## src/design/sti_div.sv

```systemverilog
// Restoring fraction divider, one quotient bit per register stage.
// Depends on nothing beyond its parameters.
module sti_div #(
  parameter int COORD_BITS     = 20,
  parameter int TIME_FRAC_BITS = 16
) (
  input  logic                      clk,
  input  logic                      rst_n,
  input  logic                      en,
  input  logic                      in_valid,
  input  logic                      in_hit,
  input  logic                      in_full,
  input  logic [3*COORD_BITS+6:0]   in_num,
  input  logic [3*COORD_BITS+6:0]   in_den,
  output logic                      out_valid,
  output logic                      out_hit,
  output logic [TIME_FRAC_BITS:0]   out_hit_time
);
  localparam int W = 3 * COORD_BITS + 7;
  localparam int F = TIME_FRAC_BITS;

  logic                valid_r [F];
  logic                hit_r   [F];
  logic                full_r  [F];
  logic [W-1:0]        rem_r   [F];
  logic [W-1:0]        den_r   [F];
  logic [F-1:0]        q_r     [F];
  logic                ovalid_r, ohit_r;
  logic [F:0]          otime_r;

  for (genvar k = 0; k < F; k++) begin : g_stage
    logic           pv, ph, pf;
    logic [W-1:0]   prem, pden;
    logic [F-1:0]   pq;
    logic [W:0]     sh;
    if (k == 0) begin : g_first
      assign pv = in_valid; assign ph = in_hit; assign pf = in_full;
      assign prem = in_num; assign pden = in_den; assign pq = '0;
    end else begin : g_next
      assign pv = valid_r[k-1]; assign ph = hit_r[k-1]; assign pf = full_r[k-1];
      assign prem = rem_r[k-1]; assign pden = den_r[k-1]; assign pq = q_r[k-1];
    end
    assign sh = {prem, 1'b0};

    always_ff @(posedge clk) begin
      if (!rst_n) begin
        valid_r[k] <= 1'b0;
      end else if (en) begin
        valid_r[k] <= pv;
      end
    end

    always_ff @(posedge clk) begin
      if (en) begin
        hit_r[k]  <= ph;
        full_r[k] <= pf;
        den_r[k]  <= pden;
        if (sh >= {1'b0, pden}) begin
          rem_r[k] <= W'(sh - {1'b0, pden});
          q_r[k]   <= {pq[F-2:0], 1'b1};
        end else begin
          rem_r[k] <= W'(sh);
          q_r[k]   <= {pq[F-2:0], 1'b0};
        end
      end
    end
  end

  always_ff @(posedge clk) begin
    if (!rst_n) begin
      ovalid_r <= 1'b0;
    end else if (en) begin
      ovalid_r <= valid_r[F-1];
    end
  end

  always_ff @(posedge clk) begin
    if (en) begin
      ohit_r <= hit_r[F-1];
      if (!hit_r[F-1]) begin
        otime_r <= '0;
      end else if (full_r[F-1]) begin
        otime_r <= {1'b1, {F{1'b0}}};
      end else begin
        otime_r <= {1'b0, q_r[F-1]};
      end
    end
  end

  assign out_valid    = ovalid_r;
  assign out_hit      = ohit_r;
  assign out_hit_time = otime_r;
endmodule

```

## config.mk

```make
export PLATFORM = sky130hd
export DESIGN_NAME = sti_div
export DESIGN_NICKNAME = d
export VERILOG_FILES = /design/src/design/sti_div.sv
export SDC_FILE = /design/constraint.sdc
export NUM_CORES = 2
export LEC_CHECK = 0
export BUFFER_PORTS_ARGS = -buffer_cell sky130_fd_sc_hd__buf_2
export CAP_MARGIN = 20
export CORE_MARGIN = 2
export CORE_UTILIZATION = 65
export DETAILED_ROUTE_END_ITERATION = 10
export HOLD_SLACK_MARGIN = 0.15
export PLACE_DENSITY_LB_ADDON = 0.12
export SYNTH_ARGS = -nofsm -noshare
export SYNTH_HDL_FRONTEND = slang
export SYNTH_SLANG_ARGS = --single-unit
```

## constraint.sdc

```tcl
create_clock -name clk -period 4 [get_ports clk]
set_input_delay 0.2 -clock clk [delete_from_list [all_inputs] [get_ports clk]]
set_output_delay 0.2 -clock clk [all_outputs]
set_load 0.005 [all_outputs]
```

==> impl_metrics.env, run 1 <==
export IMPL_outcome="stopped before the end"
export IMPL_stop_stage="5_1_grt"
export IMPL_tool_error="[ERROR GRT-0232] Routing congestion too high. Check the congestion heatmap in the GUI."
export IMPL_yosysWarningCount=0
export IMPL_rows=171
export IMPL_grt_use_total_pct=52.5
export IMPL_crit_endpoint="rem_r[1][63]$_DFFE_PP_/D"
export IMPL_synthesis_nets=15600
export IMPL_clock_root_buffer="clkbuf_16"
export IMPL_io_pins=159
export IMPL_initial_core_util_pct=65.4
export IMPL_die_h_um=471
export IMPL_cts_made_buffers=230
export IMPL_grt_ovfl_total=301
export IMPL_async_flop_share_pct=0
export IMPL_gp_congestion=1.13
export IMPL_chipWidth_um=471
export IMPL_cts_sinks=2213
export IMPL_dpl_worst_slack_ns=-0.598
export IMPL_avgSynthCellArea_um2=9.90
export IMPL_synth_cells=14300
export IMPL_synth_flop_cell="edfxtp_1"
export IMPL_dp_hpwl_mm=303
export IMPL_portBuffers=158
export IMPL_netlist_area_mm2=0.142
export IMPL_ys_types=110
export IMPL_worstEpCategory="register data pin"
export IMPL_clock_path_buffers=3
export IMPL_grt_max_degree=169
export IMPL_ys_seq_area_share_pct=46.8
export IMPL_synth_edff_count=2209
export IMPL_h_tree_depth=4
export IMPL_yosys_register_bits=2213
[per-stage QoR]
step	instances	cell area, um2	util, %	TNS, ns
4_1_cts	19100	169000	78.0	-0.254
3_5_place_dp	18300	156000	72.1	-150.75
3_3_place_gp	18300	156000	72.1	-81.83
2_1_floorplan	14300	142000	-	0
[synthesized netlist by cell type (19+ instances only)]
master,number,area (um2)
a211o_1,20,175
a211oi_1,85,638
a21boi_0,51,383
a21o_1,701,5260
a21oi_1,1579,7900
a221o_1,27,270
a221oi_1,35,307
a31o_2,28,245
a31oi_1,141,882
a41oi_1,27,236
and2_1,105,657
and3_1,129,807
and4_1,30,263
buf_2,89,445
clkbuf_1,481,1810
edfxtp_1,2209,66300
ha_1,1071,13400
inv_1,1397,5240
mux2_1,54,608
mux2_2,133,1500
nand2_1,1203,4520
nand2b_1,118,738
nand3_1,238,1190
nand4_1,305,1910
nor2_1,894,3360
nor2b_1,135,845
nor3_1,142,711
nor3b_1,21,158
nor4_1,43,269
o2111ai_1,20,175
o211ai_1,51,383
o21a_1,114,856
o21ai_0,961,4810
o21ai_1,46,230
o21bai_1,203,1520
o221ai_1,20,175
o22ai_1,19,119
o31ai_1,64,480
or2_2,29,181
or3_1,50,313
xnor2_1,539,4720
xor2_1,374,3280
[cells by family after synthesis]
family / Yosys count / synth area share [%]
AOI/OAI and AO/OA: 4416 / 19.3
and+or+nand+nor: 3501 / 11.6
DFF: 2213 / 46.8
buffers and inverters: 2007 / 5.46
adders and majority gates: 1086 / 9.66
xor gates and xnor gates: 913 / 5.64
muxes: 197 / 1.55
[layer usage]
| layer | track usage, % | overflow |
|---|---|---|
| met5 | 15.0 | 1 |
| met4 | 47.1 | 129 |
| met3 | 28.4 | 17 |
| met2 | 77.1 | 147 |
| met1 | 52.4 | 7 |
[timing repair]
item                                    in CTS
cloned                                      12
resized for setup                          343
pin swaps                                  106
setup buffers                               98
hold buffers                               229
hold endpoints to repair                   591
endpoints found under the setup margin     861
==> run 2, diff against run 1 <==
--- a/config.mk
+++ b/config.mk
@@ -8,10 +8,9 @@
 export BUFFER_PORTS_ARGS = -buffer_cell sky130_fd_sc_hd__buf_2
 export CAP_MARGIN = 20
 export CORE_MARGIN = 2
-export CORE_UTILIZATION = 65
+export CORE_UTILIZATION = 40
 export DETAILED_ROUTE_END_ITERATION = 10
-export HOLD_SLACK_MARGIN = 0.15
-export PLACE_DENSITY_LB_ADDON = 0.12
+export PLACE_DENSITY_LB_ADDON = 0.15
 export SYNTH_ARGS = -nofsm -noshare
 export SYNTH_HDL_FRONTEND = slang
 export SYNTH_SLANG_ARGS = --single-unit
==> impl_metrics.env, run 2 <==
export IMPL_outcome="finished with violations"
export IMPL_violations="negative setup slack"
export IMPL_clock_latency_ns=0.90
export IMPL_ys_seq_area_share_pct=46.8
export IMPL_layout_drive_gt1_share_pct=20.4
export IMPL_power_mw=140
export IMPL_synth_area_leader_cell="edfxtp_1"
export IMPL_grt_pass1_vias=112000
export IMPL_cts_sinks=2213
export IMPL_synth_top_area_share_pct=46.8
export IMPL_avgSynthCellArea_um2=9.90
export IMPL_p_leak_nw=76.5
export IMPL_area_growth_syn_to_layout_pct=25.2
export IMPL_grt_ovfl_total=0
export IMPL_fin_ws_ns=-0.0774
export IMPL_cp_data_required_time_ns=4.64
export IMPL_arrival_ns=4.71
export IMPL_hold_violations=0
export IMPL_cp_max_fo=6
export IMPL_wl_met2_mm=202
export IMPL_hold_slack_ns=0.0392
export IMPL_fin_worst_skew_ns=0.0480
export IMPL_synth_common_cells="edfxtp_1, a21oi_1, inv_1"
export IMPL_nets=17800
export IMPL_final_cell_mix="edfxtp_1, buf_4, a21oi_1, inv_1, nand2_1"
export IMPL_worst_pin_slew_ns=0.958
export IMPL_drv_cap=0
export IMPL_die_area_mm2=0.359
export IMPL_drc=0
export IMPL_dpl_worst_slack_ns=-0.643
export IMPL_synth_cells=14300
export IMPL_core_mm2=0.353
export IMPL_hold_path_class="input port to flip-flop"
export IMPL_clock_root_buffer="clkbuf_16"
export IMPL_h_tree_depth=5
export IMPL_startpoint_type="flip-flop"
export IMPL_fin_crit_sh_pct=102
export IMPL_drv_slew=0
export IMPL_initial_core_util_pct=40.2
export IMPL_synth_area_leaders="edfxtp_1, ha_1, a21oi_1"
export IMPL_yosysWarningCount=0
export IMPL_ys_types=110
export IMPL_synth_flop_cell="edfxtp_1"
export IMPL_drt_iter0_drc=5743
export IMPL_ant_nets=0
export IMPL_instances_no_fill=21500
export IMPL_wl_met1_mm=155
export IMPL_rows=218
export IMPL_chipWidth_um=600
export IMPL_dr_pass1_iters=6
export IMPL_cts_made_buffers=269
export IMPL_tritoncts="yes"
export IMPL_critical_path_class="flip-flop to flip-flop"
export IMPL_async_flop_share_pct=0
export IMPL_io_pins=159
export IMPL_avgViaCountPerCell=5.12
export IMPL_routed_wl_met3_mm=10.6
export IMPL_portBuffers=158
export IMPL_clock_path_buffers=4
export IMPL_netlist_area_mm2=0.142
export IMPL_final_util_pct=50.3
export IMPL_placed_cells=20600
export IMPL_largestRegisters="den_r: 1005 flops, rem_r: 1005 flops, q_r: 136 flops"
export IMPL_antenna_found_initial=5
export IMPL_die_h_um=600
export IMPL_clk_pin_slew_worst_paths_ns=0.06
export IMPL_via_count=110000
export IMPL_synthesis_nets=15600
export IMPL_grt_pass1_wl_mm=601
export IMPL_rsz0062_at_grt="yes"
export IMPL_gp_congestion=0.939
export IMPL_fmax_ghz=0.245
export IMPL_synth_edff_count=2209
export IMPL_slew_headroom_pct=36.1
export IMPL_yosys_register_bits=2213
export IMPL_setup_violations=8
export IMPL_reg2reg_slack_ns=-0.08
export IMPL_layout_commonest_cell="edfxtp_1"
export IMPL_ir_drop_mv=0.584
export IMPL_post_route_min_period_ns=4.08
export IMPL_highest_layer="met4"
export IMPL_power_density_mw_per_mm2=791
export IMPL_grt_use_total_pct=21.1
export IMPL_worst_setup_path_end_kind="flip-flop"
export IMPL_yosysMostFrequentCell="edfxtp_1"
export IMPL_drt_wl_total_mm=395
export IMPL_grt_max_degree=123
export IMPL_wire_per_inst_um=18.4
export IMPL_dp_hpwl_mm=305
-- run 2: repair_timing --
| action | CTS | global route |
|---|---|---|
| gates resized for setup | 274 | 488 |
| gates cloned | 13 | 32 |
| pin swaps | 89 | 169 |
| hold buffers | 203 | 0 |
| buffers inserted | 37 | 77 |
| endpoints found under the hold margin | 208 | 0 |
| setup endpoints to repair | 632 | 613 |
-- run 2: path summary, 6_finish.rpt --
check                start            end  cells after the start
max          den_r[1][135]  rem_r[1][229]                     16
min             in_num[66]   rem_r[0][60]                      5
max reg2reg  den_r[1][135]  rem_r[1][229]                     16
min reg2reg     q_r[1][49]     q_r[1][66]                      0
-- run 2: area by class of cell --
class	count	area, um2
Multi-Input combinational cell	10100	70500
Fill cell	33000	175000
Clock inverter	143	1470
Sequential cell	2213	66400
Antenna cell	21	52.6
Timing Repair Buffer	2534	20900
Clock buffer	326	7070
Tap cell	4730	5920
Inverter	1399	5270
-- run 2: stage by stage --
step | setup TNS (ns) | area [um2]
finish | -0.344 | 178000
global route | -7.06 | 178000
CTS | -2.07 | 174000
detailed placement | -104.26 | 162000
global placement | -89.57 | 162000
floorplan | 0 | 142000
-- run 2: routing by layer --
metal  GRT usage, %  vias to the layer above
met1           23.3                    50700
met2           39.2                     1988
met3           2.14                      954
li1               -                    56500
met4           11.9                        0
met5              0                        -
-- run 2: kinds of logic after synthesis --
logic type,after synthesis,synth area share (%)
AOI/OAI and AO/OA,4416,19.3
and+or+nand+nor,3501,11.6
DFF,2213,46.8
buffers and inverters,2007,5.46
adders and majority gates,1086,9.66
xor gates and xnor gates,913,5.64
muxes,197,1.55
-- run 2: critical path, cell delays in order, from the launching register on --
cell and delay [ns]:
edfxtp_1 0.41, buf_6 0.14, fa_2 0.33, nand2b_4 0.16
a211oi_4 0.26, o211a_1 0.25, o2111ai_2 0.14, a311o_2 0.52
a31oi_1 0.19, buf_4 0.19, a21oi_4 0.08, o21ai_2 0.14
buf_6 0.14, a41oi_4 0.19, buf_12 0.23, buf_12 0.16
mux2_4 0.30
-- run 2: report_power, final --
group / switching, mW / total [mW] / internal (mW)
logic: 41.6 / 77.9 / 36.3
clock network: 9.60 / 23.8 / 14.2
registers: 3.78 / 38.8 / 35.0
Power figures use the tool's default switching activity.
